File: src/rtl/tsac_pkg.sv
// ----------------------------------------------------------------------------
// Touch sample averaging and calibration: shared package
// Widths, register indexes, reset values, the status word of one axis lane
// and the final clamp to the screen area.
// ----------------------------------------------------------------------------
package tsac_pkg;

   // Field widths.
   localparam int CFG_W     = 12;
   localparam int RAW_W     = 12;
   localparam int POS_W     = 11;
   localparam int ORIENT_W  = 3;
   localparam int CSR_IDX_W = 3;

   // Product of a 12-bit magnitude and a 12-bit size, and the signed
   // quotient that comes out of the mapping divide.
   localparam int PROD_W = 2 * CFG_W;
   localparam int VAL_W  = PROD_W + 1;
   // Room for the invert step on top of the signed quotient.
   localparam int FIN_W  = VAL_W + 2;

   localparam int REJECT_BELOW = 32;
   localparam int OUT_MAX      = 2047;

   // Defaults of the top-level parameters.
   localparam int SAMPLES_DEF  = 4;
   localparam int RAW_BITS_DEF = 12;

   // Register reset values.
   localparam logic [CFG_W-1:0]    RST_RAW_MIN = 12'd200;
   localparam logic [CFG_W-1:0]    RST_RAW_MAX = 12'd3900;
   localparam logic [CFG_W-1:0]    RST_SIZE    = 12'd240;
   localparam logic [ORIENT_W-1:0] RST_ORIENT  = 3'd0;

   // Register indexes on the configuration port.
   localparam logic [CSR_IDX_W-1:0] REG_X_MIN  = 3'd0;
   localparam logic [CSR_IDX_W-1:0] REG_X_MAX  = 3'd1;
   localparam logic [CSR_IDX_W-1:0] REG_Y_MIN  = 3'd2;
   localparam logic [CSR_IDX_W-1:0] REG_Y_MAX  = 3'd3;
   localparam logic [CSR_IDX_W-1:0] REG_WIDTH  = 3'd4;
   localparam logic [CSR_IDX_W-1:0] REG_HEIGHT = 3'd5;
   localparam logic [CSR_IDX_W-1:0] REG_ORIENT = 3'd6;

   // Bits of the orientation register.
   localparam int ORIENT_INV_X = 0;
   localparam int ORIENT_INV_Y = 1;
   localparam int ORIENT_SWAP  = 2;

   // Status of one axis lane, as seen by the controller.
   typedef struct packed {
      logic                    done;
      logic                    low;
      logic signed [VAL_W-1:0] value;
   } axis_stat_type;

   // Clamp a signed coordinate to 0 .. min(size - 1, OUT_MAX).
   function automatic logic [POS_W-1:0] clamp_pos(input logic signed [FIN_W-1:0] v,
                                                  input logic [CFG_W-1:0] size);
      logic [CFG_W-1:0] top;
      logic [POS_W-1:0] res;
      if (size == '0) begin
         top = '0;
      end else begin
         top = size - 1'b1;
      end
      if (top > CFG_W'(OUT_MAX)) begin
         top = CFG_W'(OUT_MAX);
      end
      if (v < 0) begin
         res = '0;
      end else if (v > $signed({{(FIN_W-CFG_W){1'b0}}, top})) begin
         res = top[POS_W-1:0];
      end else begin
         res = v[POS_W-1:0];
      end
      return res;
   endfunction

endpackage

File: src/rtl/tsac_div.sv
// ----------------------------------------------------------------------------
// Serial unsigned divider
// Restoring division, one quotient bit per cycle. The dividend shifts out of
// the top of the quotient register while quotient bits shift in at the bottom.
// ----------------------------------------------------------------------------
module tsac_div #(
   parameter int NUM_W = tsac_pkg::PROD_W,
   parameter int DEN_W = tsac_pkg::CFG_W
) (
   input  logic             clock,
   input  logic             reset,
   input  logic             start,
   input  logic [NUM_W-1:0] num,
   input  logic [DEN_W-1:0] den,
   output logic             done,
   output logic [NUM_W-1:0] quo
);

   localparam int CNT_W = (NUM_W > 1) ? $clog2(NUM_W) : 1;

   logic             run_ff, run_in;
   logic             done_ff, done_in;
   logic [CNT_W-1:0] cnt_ff, cnt_in;
   logic [NUM_W-1:0] quo_ff, quo_in;
   logic [DEN_W-1:0] rem_ff, rem_in;
   logic [DEN_W-1:0] den_ff, den_in;
   logic [DEN_W:0]   shifted;
   logic [DEN_W:0]   trial;
   logic             fits;

   // One restoring step: bring down the next dividend bit and try to subtract.
   always_comb begin
      shifted = {rem_ff, quo_ff[NUM_W-1]};
      trial   = shifted - {1'b0, den_ff};
      fits    = (shifted >= {1'b0, den_ff});

      run_in  = run_ff;
      done_in = 1'b0;
      cnt_in  = cnt_ff;
      quo_in  = quo_ff;
      rem_in  = rem_ff;
      den_in  = den_ff;

      if (start) begin
         run_in = 1'b1;
         cnt_in = '0;
         quo_in = num;
         rem_in = '0;
         den_in = den;
      end else if (run_ff) begin
         rem_in = fits ? trial[DEN_W-1:0] : shifted[DEN_W-1:0];
         quo_in = {quo_ff[NUM_W-2:0], fits};
         cnt_in = cnt_ff + 1'b1;
         if (cnt_ff == CNT_W'(NUM_W - 1)) begin
            run_in  = 1'b0;
            done_in = 1'b1;
         end
      end
   end

   always_ff @(posedge clock) begin
      if (reset) begin
         run_ff  <= 1'b0;
         done_ff <= 1'b0;
         cnt_ff  <= '0;
      end else begin
         run_ff  <= run_in;
         done_ff <= done_in;
         cnt_ff  <= cnt_in;
      end
      quo_ff <= quo_in;
      rem_ff <= rem_in;
      den_ff <= den_in;
   end

   assign done = done_ff;
   assign quo  = quo_ff;

endmodule

File: src/rtl/tsac_axis.sv
// ----------------------------------------------------------------------------
// Axis lane
// Averages one axis sum with the serial divider, forms |avg - min| * size
// with a bit-serial shift-add multiplier, then divides by |max - min| on the
// same divider and applies the sign, truncating toward zero.
// ----------------------------------------------------------------------------
module tsac_axis #(
   parameter int SAMPLES = tsac_pkg::SAMPLES_DEF,
   parameter int SUM_W   = tsac_pkg::RAW_W + 2
) (
   input  logic                           clock,
   input  logic                           reset,
   input  logic                           start,
   input  logic [SUM_W-1:0]               sum,
   input  logic [tsac_pkg::CFG_W-1:0]     raw_min,
   input  logic [tsac_pkg::CFG_W-1:0]     raw_max,
   input  logic [tsac_pkg::CFG_W-1:0]     size,
   output tsac_pkg::axis_stat_type        stat
);

   localparam int CW        = tsac_pkg::CFG_W;
   localparam int PW        = tsac_pkg::PROD_W;
   localparam int VW        = tsac_pkg::VAL_W;
   localparam int MUL_STEPS = CW;
   localparam int MCNT_W    = $clog2(MUL_STEPS);

   localparam logic [1:0] AX_IDLE = 2'd0;
   localparam logic [1:0] AX_AVG  = 2'd1;
   localparam logic [1:0] AX_MUL  = 2'd2;
   localparam logic [1:0] AX_DIV  = 2'd3;

   logic [1:0]           state_ff, state_in;
   logic [PW-1:0]        prod_ff, prod_in;
   logic [MCNT_W-1:0]    mcnt_ff, mcnt_in;
   logic                 neg_ff, neg_in;
   logic                 span_zero_ff, span_zero_in;
   logic [CW-1:0]        span_mag_ff, span_mag_in;
   logic                 low_ff, low_in;
   logic signed [VW-1:0] value_ff, value_in;
   logic                 done_ff, done_in;

   logic                 div_start;
   logic [PW-1:0]        div_num;
   logic [CW-1:0]        div_den;
   logic                 div_done;
   logic [PW-1:0]        div_quo;

   logic [CW-1:0]        avg;
   logic [CW:0]          diff;
   logic [CW:0]          diff_flip;
   logic [CW:0]          span;
   logic [CW:0]          span_flip;
   logic [CW-1:0]        diff_mag;
   logic [CW:0]          mul_add;
   logic [PW-1:0]        mul_next;
   logic [VW-1:0]        quo_ext;

   tsac_div #(
      .NUM_W (PW),
      .DEN_W (CW)
   ) u_div (
      .clock (clock),
      .reset (reset),
      .start (div_start),
      .num   (div_num),
      .den   (div_den),
      .done  (div_done),
      .quo   (div_quo)
   );

   always_comb begin
      // Offset and span, each split into sign and magnitude.
      avg       = div_quo[CW-1:0];
      diff      = {1'b0, avg} - {1'b0, raw_min};
      diff_flip = ~diff + 1'b1;
      span      = {1'b0, raw_max} - {1'b0, raw_min};
      span_flip = ~span + 1'b1;
      diff_mag  = diff[CW] ? diff_flip[CW-1:0] : diff[CW-1:0];

      // One multiplier bit per cycle: add size to the high half, shift right.
      mul_add  = {1'b0, prod_ff[PW-1:CW]} + (prod_ff[0] ? {1'b0, size} : '0);
      mul_next = {mul_add, prod_ff[CW-1:1]};

      quo_ext = {1'b0, div_quo};

      state_in     = state_ff;
      prod_in      = prod_ff;
      mcnt_in      = mcnt_ff;
      neg_in       = neg_ff;
      span_zero_in = span_zero_ff;
      span_mag_in  = span_mag_ff;
      low_in       = low_ff;
      value_in     = value_ff;
      done_in      = 1'b0;
      div_start    = 1'b0;
      div_num      = '0;
      div_den      = '0;

      case (state_ff)
         AX_IDLE: begin
            if (start) begin
               div_start = 1'b1;
               div_num   = PW'(sum);
               div_den   = CW'(SAMPLES);
               state_in  = AX_AVG;
            end
         end
         AX_AVG: begin
            if (div_done) begin
               low_in       = (avg < CW'(tsac_pkg::REJECT_BELOW));
               neg_in       = diff[CW] ^ span[CW];
               span_zero_in = (span == '0);
               span_mag_in  = span[CW] ? span_flip[CW-1:0] : span[CW-1:0];
               prod_in      = {{CW{1'b0}}, diff_mag};
               mcnt_in      = '0;
               state_in     = AX_MUL;
            end
         end
         AX_MUL: begin
            prod_in = mul_next;
            mcnt_in = mcnt_ff + 1'b1;
            if (mcnt_ff == MCNT_W'(MUL_STEPS - 1)) begin
               div_start = 1'b1;
               div_num   = mul_next;
               div_den   = span_mag_ff;
               state_in  = AX_DIV;
            end
         end
         AX_DIV: begin
            if (div_done) begin
               if (span_zero_ff) begin
                  value_in = '0;
               end else if (neg_ff) begin
                  value_in = -$signed(quo_ext);
               end else begin
                  value_in = $signed(quo_ext);
               end
               done_in  = 1'b1;
               state_in = AX_IDLE;
            end
         end
         default: begin
            state_in = AX_IDLE;
         end
      endcase
   end

   always_ff @(posedge clock) begin
      if (reset) begin
         state_ff <= AX_IDLE;
         done_ff  <= 1'b0;
         mcnt_ff  <= '0;
      end else begin
         state_ff <= state_in;
         done_ff  <= done_in;
         mcnt_ff  <= mcnt_in;
      end
      prod_ff      <= prod_in;
      neg_ff       <= neg_in;
      span_zero_ff <= span_zero_in;
      span_mag_ff  <= span_mag_in;
      low_ff       <= low_in;
      value_ff     <= value_in;
   end

   assign stat.done  = done_ff;
   assign stat.low   = low_ff;
   assign stat.value = value_ff;

endmodule

File: src/rtl/touch_sample_average_and_calibrate_top.sv
// ----------------------------------------------------------------------------
// Touch sample averaging and calibration, top level
// Request words carry a pen-down flag and raw X/Y converter samples. While
// the pen is down, samples are summed; every SAMPLES-th sample closes a batch,
// whose averages are checked against a floor of 32 and mapped linearly onto
// the screen with optional invert and swap, then clamped to the screen area.
// A pen-up word clears the batch and gives a not-touched response at once.
// A word that only adds to a batch gives no response.
//
// A pen-up word shows on rsp_valid in the cycle after it is taken. A word
// that closes a batch runs two passes of the 24-bit serial divider
// (average, then mapping) and 12 steps of the serial multiplier, for X
// and Y side by side in two lanes. No new request word is taken until
// the response for that batch is written.
// Reset clears the batch, empties the response register and loads the default
// calibration. While rsp_stall holds a response, the response stays put and
// req_stall is raised; configuration writes are taken at any time but are
// meant for an idle block.
// ----------------------------------------------------------------------------
module touch_sample_average_and_calibrate_top #(
   parameter int SAMPLES  = tsac_pkg::SAMPLES_DEF,
   parameter int RAW_BITS = tsac_pkg::RAW_BITS_DEF
) (
   input  logic                               clock,
   input  logic                               reset,
   // Request channel
   input  logic                               req_valid,
   output logic                               req_stall,
   input  logic                               req_pen_down,
   input  logic [tsac_pkg::RAW_W-1:0]         req_raw_x,
   input  logic [tsac_pkg::RAW_W-1:0]         req_raw_y,
   // Response channel
   output logic                               rsp_valid,
   input  logic                               rsp_stall,
   output logic                               rsp_touched,
   output logic [tsac_pkg::POS_W-1:0]         rsp_x_pos,
   output logic [tsac_pkg::POS_W-1:0]         rsp_y_pos,
   // Configuration port
   input  logic                               csr_write,
   input  logic [tsac_pkg::CSR_IDX_W-1:0]     csr_index,
   input  logic [tsac_pkg::CFG_W-1:0]         csr_wdata
);

   localparam int CW    = tsac_pkg::CFG_W;
   localparam int RW    = tsac_pkg::RAW_W;
   localparam int PSW   = tsac_pkg::POS_W;
   localparam int OW    = tsac_pkg::ORIENT_W;
   localparam int FW    = tsac_pkg::FIN_W;
   localparam int SUM_W = RW + $clog2(SAMPLES);
   localparam int CNT_W = (SAMPLES > 1) ? $clog2(SAMPLES) : 1;
   localparam logic [RW-1:0] RAW_MASK =
      (RAW_BITS >= RW) ? {RW{1'b1}} : RW'((1 << RAW_BITS) - 1);

   localparam logic [1:0] CT_IDLE = 2'd0;
   localparam logic [1:0] CT_CALC = 2'd1;
   localparam logic [1:0] CT_POST = 2'd2;

   // Configuration registers.
   logic [CW-1:0] x_min_ff, x_max_ff, y_min_ff, y_max_ff;
   logic [CW-1:0] width_ff, height_ff;
   logic [OW-1:0] orient_ff;

   // Batch and control.
   logic [1:0]       state_ff, state_in;
   logic [SUM_W-1:0] sum_x_ff, sum_x_in;
   logic [SUM_W-1:0] sum_y_ff, sum_y_in;
   logic [CNT_W-1:0] cnt_ff, cnt_in;

   // Response register.
   logic             rsp_valid_ff, rsp_valid_in;
   logic             rsp_touched_ff, rsp_touched_in;
   logic [PSW-1:0]   rsp_x_ff, rsp_x_in;
   logic [PSW-1:0]   rsp_y_ff, rsp_y_in;

   logic             accept;
   logic             out_free;
   logic             batch_done;
   logic             axis_start;
   logic [SUM_W-1:0] sum_x_next;
   logic [SUM_W-1:0] sum_y_next;

   tsac_pkg::axis_stat_type stat_x;
   tsac_pkg::axis_stat_type stat_y;

   logic signed [FW-1:0] px_raw, py_raw;
   logic signed [FW-1:0] px_inv, py_inv;
   logic signed [FW-1:0] px_fin, py_fin;

   // Handshake.
   assign out_free  = ~rsp_valid_ff | ~rsp_stall;
   assign req_stall = (state_ff != CT_IDLE) | ~out_free;
   assign accept    = req_valid & ~req_stall;

   // Running sums including the word on the request port.
   assign sum_x_next = sum_x_ff + SUM_W'(req_raw_x & RAW_MASK);
   assign sum_y_next = sum_y_ff + SUM_W'(req_raw_y & RAW_MASK);
   assign batch_done = (cnt_ff == CNT_W'(SAMPLES - 1));
   assign axis_start = accept & req_pen_down & batch_done;

   tsac_axis #(
      .SAMPLES (SAMPLES),
      .SUM_W   (SUM_W)
   ) u_axis_x (
      .clock   (clock),
      .reset   (reset),
      .start   (axis_start),
      .sum     (sum_x_next),
      .raw_min (x_min_ff),
      .raw_max (x_max_ff),
      .size    (width_ff),
      .stat    (stat_x)
   );

   tsac_axis #(
      .SAMPLES (SAMPLES),
      .SUM_W   (SUM_W)
   ) u_axis_y (
      .clock   (clock),
      .reset   (reset),
      .start   (axis_start),
      .sum     (sum_y_next),
      .raw_min (y_min_ff),
      .raw_max (y_max_ff),
      .size    (height_ff),
      .stat    (stat_y)
   );

   // Invert each axis against its own size, then swap if asked.
   always_comb begin
      px_raw = FW'(stat_x.value);
      py_raw = FW'(stat_y.value);
      px_inv = orient_ff[tsac_pkg::ORIENT_INV_X]
               ? $signed({{(FW-CW){1'b0}}, width_ff}) - px_raw : px_raw;
      py_inv = orient_ff[tsac_pkg::ORIENT_INV_Y]
               ? $signed({{(FW-CW){1'b0}}, height_ff}) - py_raw : py_raw;
      px_fin = orient_ff[tsac_pkg::ORIENT_SWAP] ? py_inv : px_inv;
      py_fin = orient_ff[tsac_pkg::ORIENT_SWAP] ? px_inv : py_inv;
   end

   // Batch, sequencing and response register.
   always_comb begin
      state_in       = state_ff;
      sum_x_in       = sum_x_ff;
      sum_y_in       = sum_y_ff;
      cnt_in         = cnt_ff;
      rsp_valid_in   = rsp_valid_ff;
      rsp_touched_in = rsp_touched_ff;
      rsp_x_in       = rsp_x_ff;
      rsp_y_in       = rsp_y_ff;

      if (rsp_valid_ff & ~rsp_stall) begin
         rsp_valid_in = 1'b0;
      end

      case (state_ff)
         CT_IDLE: begin
            if (accept) begin
               if (!req_pen_down) begin
                  sum_x_in       = '0;
                  sum_y_in       = '0;
                  cnt_in         = '0;
                  rsp_valid_in   = 1'b1;
                  rsp_touched_in = 1'b0;
                  rsp_x_in       = '0;
                  rsp_y_in       = '0;
               end else if (batch_done) begin
                  sum_x_in = '0;
                  sum_y_in = '0;
                  cnt_in   = '0;
                  state_in = CT_CALC;
               end else begin
                  sum_x_in = sum_x_next;
                  sum_y_in = sum_y_next;
                  cnt_in   = cnt_ff + 1'b1;
               end
            end
         end
         CT_CALC: begin
            if (stat_x.done) begin
               state_in = CT_POST;
            end
         end
         CT_POST: begin
            if (out_free) begin
               rsp_valid_in = 1'b1;
               if (stat_x.low | stat_y.low) begin
                  rsp_touched_in = 1'b0;
                  rsp_x_in       = '0;
                  rsp_y_in       = '0;
               end else begin
                  rsp_touched_in = 1'b1;
                  rsp_x_in       = tsac_pkg::clamp_pos(px_fin, width_ff);
                  rsp_y_in       = tsac_pkg::clamp_pos(py_fin, height_ff);
               end
               state_in = CT_IDLE;
            end
         end
         default: begin
            state_in = CT_IDLE;
         end
      endcase
   end

   always_ff @(posedge clock) begin
      if (reset) begin
         state_ff     <= CT_IDLE;
         sum_x_ff     <= '0;
         sum_y_ff     <= '0;
         cnt_ff       <= '0;
         rsp_valid_ff <= 1'b0;
      end else begin
         state_ff     <= state_in;
         sum_x_ff     <= sum_x_in;
         sum_y_ff     <= sum_y_in;
         cnt_ff       <= cnt_in;
         rsp_valid_ff <= rsp_valid_in;
      end
      rsp_touched_ff <= rsp_touched_in;
      rsp_x_ff       <= rsp_x_in;
      rsp_y_ff       <= rsp_y_in;
   end

   // Configuration writes; unknown indexes are dropped.
   always_ff @(posedge clock) begin
      if (reset) begin
         x_min_ff  <= tsac_pkg::RST_RAW_MIN;
         x_max_ff  <= tsac_pkg::RST_RAW_MAX;
         y_min_ff  <= tsac_pkg::RST_RAW_MIN;
         y_max_ff  <= tsac_pkg::RST_RAW_MAX;
         width_ff  <= tsac_pkg::RST_SIZE;
         height_ff <= tsac_pkg::RST_SIZE;
         orient_ff <= tsac_pkg::RST_ORIENT;
      end else if (csr_write) begin
         case (csr_index)
            tsac_pkg::REG_X_MIN:  x_min_ff  <= csr_wdata;
            tsac_pkg::REG_X_MAX:  x_max_ff  <= csr_wdata;
            tsac_pkg::REG_Y_MIN:  y_min_ff  <= csr_wdata;
            tsac_pkg::REG_Y_MAX:  y_max_ff  <= csr_wdata;
            tsac_pkg::REG_WIDTH:  width_ff  <= csr_wdata;
            tsac_pkg::REG_HEIGHT: height_ff <= csr_wdata;
            tsac_pkg::REG_ORIENT: orient_ff <= csr_wdata[OW-1:0];
            default: begin
            end
         endcase
      end
   end

   assign rsp_valid   = rsp_valid_ff;
   assign rsp_touched = rsp_touched_ff;
   assign rsp_x_pos   = rsp_x_ff;
   assign rsp_y_pos   = rsp_y_ff;

endmodule

File: config.mk
export PLATFORM = sky130hd
export DESIGN_NAME = touch_sample_average_and_calibrate_top
export DESIGN_NICKNAME = d
export VERILOG_FILES = /design/src/rtl/tsac_pkg.sv /design/src/rtl/tsac_div.sv /design/src/rtl/tsac_axis.sv /design/src/rtl/touch_sample_average_and_calibrate_top.sv
export SDC_FILE = /design/constraint.sdc
export NUM_CORES = 1
export LEC_CHECK = 0
export BUFFER_PORTS_ARGS = -buffer_cell sky130_fd_sc_hd__buf_2
export CORE_MARGIN = 4
export CORE_UTILIZATION = 45
export DETAILED_ROUTE_END_ITERATION = 8
export GPL_ROUTABILITY_DRIVEN = 1
export PLACE_DENSITY = 0.63
export SYNTH_ARGS = -nofsm -noshare
export SYNTH_HDL_FRONTEND = slang
export SYNTH_SLANG_ARGS = --single-unit
File: constraint.sdc
create_clock -name clock -period 5.7 [get_ports clock]
set_input_delay 1.14 -clock clock [delete_from_list [all_inputs] [get_ports clock]]
set_output_delay 1.14 -clock clock [all_outputs]
set_load 0.01 [all_outputs]
==> run metrics, run 1 <==
overall power 0.006992 W; Clk pwr share slightly below 40%; Synth Flop Type edfxtp_1; flop-to-flop setup slack about 1 ns; IO buf count 69; Cell Count Post-Placement 3606; Crit. End Element flip-flop; die area 60640 um^2; Hold Startpoint x_min_ff[11]; status finished, final reports clean; number of clock sinks between 300 and 400; row count 87; # DRC 0; CTS Buf Count between 40 and 50; I/O pin total 70; Post-Route WL slightly below 70 mm; pre-CTS setup slack 1.098 ns; WL/cell 18.83 um; Max clock buf depth 3; first-pass GRT wire length 109.3 mm; Worst-Skew Late Latency roughly 0.58 ns; leakage ~11 nW; post-route ant nets 0; most area-consuming cells after synthesis edfxtp_1 (26%), dfxtp_1 (12%), ha_1 (9.3%); worst reg2reg startpoint width_ff[0]; Critical Path RT 6.01 ns; end of the worst hold path x_min_ff[11]; post-route setup slack around 1 ns; core area 56280 um^2; P_int a little over 0.005 W; Worst VDD drop 361.1 uV; P&R area growth vs syn 9.689%; Max Cap Violations 0; Synth cell types 86; pwr/cell area 249.5 nW/um^2; Die X 246.3 um; Max-slew headroom about a fifth; GRT overflow 0; final hold viol count 0; Fillers around 5200; CTS resizes 0; final core utilization between 40% and 50%; RSZ-0062 raised after global routing false; Syn Inst Count between 2000 and 3000; mean post-synth cell area roughly 8.9 um^2; Fmax roughly 210 MHz; combinational share of power 15.1%; Critical Path Fanout Max 12; Sw Ratio approximately 27%; post-synthesis sequential area ratio about two fifths; Final Instance Count excl. Fillers ~3700; Worst Reg-to-Reg Cells 18; GP Congestion slightly above 0.9; most frequent cell after synthesis nand2_1; RR Endpoint rsp_x_pos[9]; Final Cycle Share between 80% and 90%; worst clock skew 0.02870 ns; ys async rst share 0%; fraction of layout instances using a drive strength above 1 under 10%; 1st-iter DRT viols 1631; vias in the first global route 20160; Fin Setup TNS 0 ns; hold path depth 2; postcts setup bufs 0; count of pins over their slew limit 0; Yosys top cell by area edfxtp_1; Post-synth top cells nand2_1 (287), nor2_1 (275), a21oi_1 (228); top-area cell type share of the netlist area a little over a quarter; number of flops mapped to enable cells by yosys 223; Least-Margin Pin Slew 1.199 ns; vias post-DR 21112; worst hold path class flip-flop to flip-flop; Seq pwr share 45.2%; Finish-stage setup viols 0; Initial Util between 40% and 50%; Synth Register Bits approximately 380; Ys Warns 0; clk slew on worst S/H paths roughly 0.06 ns; die height about 250 um; Vias/cell 5.718; TritonCTS clock tree yes; DP HPWL roughly 52 mm; Crit Path Category flip-flop to flip-flop; NumNets Final between 3000 and 4000; GRT Util Overall approximately 22%; Tmin final around 4.7 ns; cts hold-fix bufs 0; initial antenna violation count 11; H-tree depth 2; Clock Tree Root clkbuf_16; CP startpoint kind flip-flop; P_sw between 0.0015 and 0.002 W; synthesized area about 26000 um^2; largest net degree at the start of global routing 93; first drt pass iteration count 5; crit path DAT approximately 5.0 ns
cell usage in the layout (no fill, tap or decap), drive strengths merged, types with 33 or more instances in the layout:
| cell | instances |
|---|---|
| nor3 | 69 |
| xor2 | 93 |
| nand3 | 55 |
| mux2i | 43 |
| nor2 | 276 |
| buf | 94 |
| dfxtp | 159 |
| edfxtp | 223 |
| xnor2 | 126 |
| and2 | 64 |
| a21o | 40 |
| ha | 189 |
| nand3b | 33 |
| clkbuf | 57 |
| inv | 156 |
| nand2b | 33 |
| nand2 | 288 |
| o21ai | 169 |
| a21oi | 229 |
| nor2b | 50 |
power groups by stage:
stage	Combinational, W	Clock [W]	Sequential (W)
after detailed placement	0.00104	0	0.00322
after global placement	0.00102	0	0.00322
final	0.00106	0.00277	0.00316
after global routing	0.00118	0.00295	0.00318
after CTS	0.00105	0.00283	0.00316
after floorplan	0.000787	0	0.00319
routing by layer:
metal	track usage, %	share of wire [%]
met5	0	0.052
met4	5.456	2.1
met3	3.156	5.7
met2	36.00	45
met1	31.95	48
critical path, cell delays in order, from the launching register on:
cell and delay [ns]:
dfxtp_1 0.35, inv_1 0.12, ha_1 0.18, inv_1 0.06
fa_1 0.40, a21oi_1 0.26, or3_1 0.16, o211ai_1 0.14
or2_2 0.33, a211o_1 0.29, and3_1 0.16, a21oi_1 0.20
a22oi_1 0.15, ha_1 0.34, a21o_1 0.15, a21o_1 0.19
o21bai_1 0.62, a21oi_1 0.14, o21ba_1 0.21
metrics by stage:
stage               hold slack, ns  instance area [um^2]
finish                      0.4565                 28020
detailed placement          0.4494                 26610
floorplan                   0.4356                 25550
global placement            0.4418                 26610
CTS                         0.4580                 28010
global route                0.4744                 28010
cell families after synthesis:
logic type | after synthesis | share of synthesized area (%)
muxes | 54 | 2.185
adders and majority gates | 201 | 10.20
and+or+nand+nor | 1034 | 19.98
xor gates and xnor gates | 219 | 7.509
DFF | 382 | 38.68
other | 1 | 0.01468
AOI/OAI and AO/OA | 708 | 17.45
buffers and inverters | 271 | 3.987
cell type report:
cell class                      count  area [um^2]  share of cell area (%)
Multi-Input combinational cell   2218        14660                   52.32
Antenna cell                        5        12.51                 0.04466
Tap cell                          756        945.9                   3.376
Clock buffer                       57         1180                   4.211
Timing Repair Buffer               94        535.5                   1.911
Inverter                          156        585.6                   2.090
Sequential cell                   382         9879                   35.26
Clock inverter                     24        220.2                  0.7860
flip-flops by register name, summed over array words and instances (netlist names), 14 cells and up:
register,count
sum_x_ff,14
u_axis_y.value_ff,25
u_axis_x.u_div.quo,24
u_axis_x.value_ff,25
u_axis_x.prod_ff,24
sum_y_ff,14
u_axis_y.prod_ff,24
u_axis_y.u_div.quo,24
worst max path at each step:
stage                      startpoint       endpoint  slack (ns)  cells past startpoint
final                     width_ff[0]   rsp_x_pos[9]         1.0                     18
after global routing      width_ff[0]   rsp_y_pos[0]        0.63                     21
after CTS                 width_ff[0]   rsp_x_pos[9]        1.04                     18
after detailed placement  width_ff[0]   rsp_x_pos[9]        1.10                     18
after global placement    width_ff[0]   rsp_x_pos[9]        1.11                     18
after floorplan           width_ff[0]  rsp_x_pos[10]        1.70                     19
Note: power is estimated with default switching activity, not from simulation.
==> inputs of run 2 (changes only) <==
--- a/config.mk
+++ b/config.mk
@@ -10,7 +10,7 @@
 export CORE_UTILIZATION = 45
 export DETAILED_ROUTE_END_ITERATION = 8
 export GPL_ROUTABILITY_DRIVEN = 1
-export PLACE_DENSITY = 0.63
+export PLACE_DENSITY = 0.65
 export SYNTH_ARGS = -nofsm -noshare
 export SYNTH_HDL_FRONTEND = slang
 export SYNTH_SLANG_ARGS = --single-unit
==> constraint.sdc (replaced) <==
create_clock -name clock -period 4.11 [get_ports clock]
set_input_delay 0.822 -clock clock [delete_from_list [all_inputs] [get_ports clock]]
set_output_delay 0.822 -clock clock [all_outputs]
set_load 0.01 [all_outputs]
==> run 2 against run 1 <==
Via count rose by 1.4%. Setup slack got worse by 0.94 ns. Total power rose by 43%. Clock skew fell by 0.0076 ns. Hold slack barely moved. Sequential power rose by 39%. Register-to-register slack got worse by 0.94 ns. First-iteration DRC count fell by 2.1%. Routed wire length rose by 0.96%. Maximum frequency rose by 16%. Largest cell class unchanged.
==> run metrics, run 2 (synthesis results as in run 1) <==
cts hold-fix bufs 0; Critical Path Fanout Max 8; fraction of layout instances using a drive strength above 1 between 10% and 20%; IO buf count between 60 and 70; first-pass GRT wire length roughly 110 mm; worst clock skew 0.02107 ns; top flop regs u_axis_x.value_ff (25), u_axis_y.value_ff (25); final hold viol count 0; initial antenna violation count 12; CTS Buf Count 44; vias in the first global route approximately 21000; clk slew on worst S/H paths 0.06 ns; Max clock buf depth 3; Crit Path Category flip-flop to flip-flop; GP Congestion around 0.96; most common cell after layout, fill and taps aside nand2_1; Tmin final between 4 and 5 ns; DP HPWL 53.25 mm; # DRC 0; GRT overflow 0; first drt pass iteration count 8; die area between 60000 and 70000 um^2; Fillers ~5200; Post-Route WL 70.20 mm; post-route ant nets 0; most frequent cells in the layout nand2_1 (287), nor2_1 (274), edfxtp_1 (223), a21oi_1 (211), ha_1 (182); Sequential cell area 9884 um^2; Crit. End Element flip-flop; P&R area growth vs syn 14.65%; Worst VDD drop 254.1 uV; Worst-Skew Late Latency 0.59 ns; worst hold path class flip-flop to flip-flop; Cell Count Post-Placement ~3700; RSZ-0062 raised after global routing true; Max-slew headroom 19.11%; core area 56280 um^2; Clock Tree Root clkbuf_16; row count 87; status finished, final reports clean; Fin Setup TNS 0 ns; Initial Util a little under half; Critical Path RT roughly 4.4 ns; crit path DAT 4.35 ns; Fmax between 200 and 250 MHz; WL/cell 18.54 um; Final Instance Count excl. Fillers between 3000 and 4000; Die X 246.3 um; CP startpoint kind flip-flop; TritonCTS clock tree yes; vias post-DR 21403; Final Cycle Share a little over nine tenths; Hold Slack between 0.4 and 0.5 ns; 1st-iter DRT viols between 1500 and 2000; I/O pin total 70; Vias/cell around 5.7; number of clock sinks about 380; leakage 11.66 nW; H-tree depth 2; NumNets Final between 3000 and 4000; die height ~250 um; GRT Util Overall between 20% and 30%; Max Cap Violations 0; count of pins over their slew limit 0; area of the multi-input gates around 15000 um^2; overall power between 0.01 and 0.015 W; pwr/cell area 341.6 nW/um^2; Least-Margin Pin Slew roughly 1.2 ns; Finish-stage setup viols 0; largest net degree at the start of global routing 95
-- run 2: cell count changes in the layout (fill, tap and decap cells not counted), moves of 7 or more --
cell,change
buf_4,+88
a21oi_1,-17
a21oi_2,+13
a211oi_1,-10
a211oi_2,+8
clkinv_1,-7
ha_1,-7
-- run 2: metrics by stage --
stage / cell area [um^2] / setup slack (ns) / utilization [%]
after floorplan: 25550 / 0.1086 / -
after global placement: 27170 / -0.09408 / 48.27
after detailed placement: 27170 / -0.1165 / 48.27
after CTS: 28740 / 0.02440 / 51.07
after global routing: 29270 / -0.1126 / 52.01
final: 29290 / 0.05974 / 52.04
-- run 2: worst max-delay path, stage by stage (launching register included) --
cell and delay [ns]:
edfxtp_1 0.37, ha_2 0.20, inv_2 0.04, fa_2 0.41
a21oi_4 0.15, or3_1 0.12, o211ai_1 0.11, or2_4 0.27
a211o_1 0.25, and3_4 0.17, a21oi_4 0.13, a22oi_2 0.10
ha_1 0.32, nand3_2 0.12, nor4_4 0.31, o21ba_4 0.21
buf_12 0.12, nor2_4 0.23, o31ai_1 0.12
-- run 2: final timing paths --
check                                    end  cells after the start  slack (ns)            startpoint
worst max-delay path            rsp_x_pos[8]                     18        0.06  u_axis_x.value_ff[0]
worst min-delay path            x_min_ff[10]                      2        0.46          x_min_ff[10]
worst max register to register  rsp_x_pos[8]                     18        0.06  u_axis_x.value_ff[0]
worst min register to register  x_min_ff[10]                      2        0.46          x_min_ff[10]
-- run 2: timing repair --
item                                    4_1_cts  5_1_grt
setup buffers                                 1       16
resized for setup                             9       84
pin swaps                                     1       40
endpoints found under the setup margin       18       22
-- run 2: area by class of cell --
type,instances,area share [%]
flip-flops and latches,382,33.75
clock inverters,24,0.9613
repair buffers,184,4.221
multi-input cells,2218,51.51
diodes,10,0.08545
inverters,156,1.999
well taps,756,3.230
clock buffers,57,4.242
-- run 2: power by group --
group / internal (W) / switching (W) / leakage [nW]
logic: 0.000596 / 0.000930 / 7.61
clock network: 0.00242 / 0.00168 / 0.749
registers: 0.00426 / 0.000122 / 3.30
-- run 2: routing by layer --
layer,global-route usage (%),vias to the layer above,wire length (um)
met4,5.440,4,1363
met1,31.44,10114,32240
met3,3.918,114,5232
met5,0,-,24
met2,36.05,624,31340
li1,-,10547,-
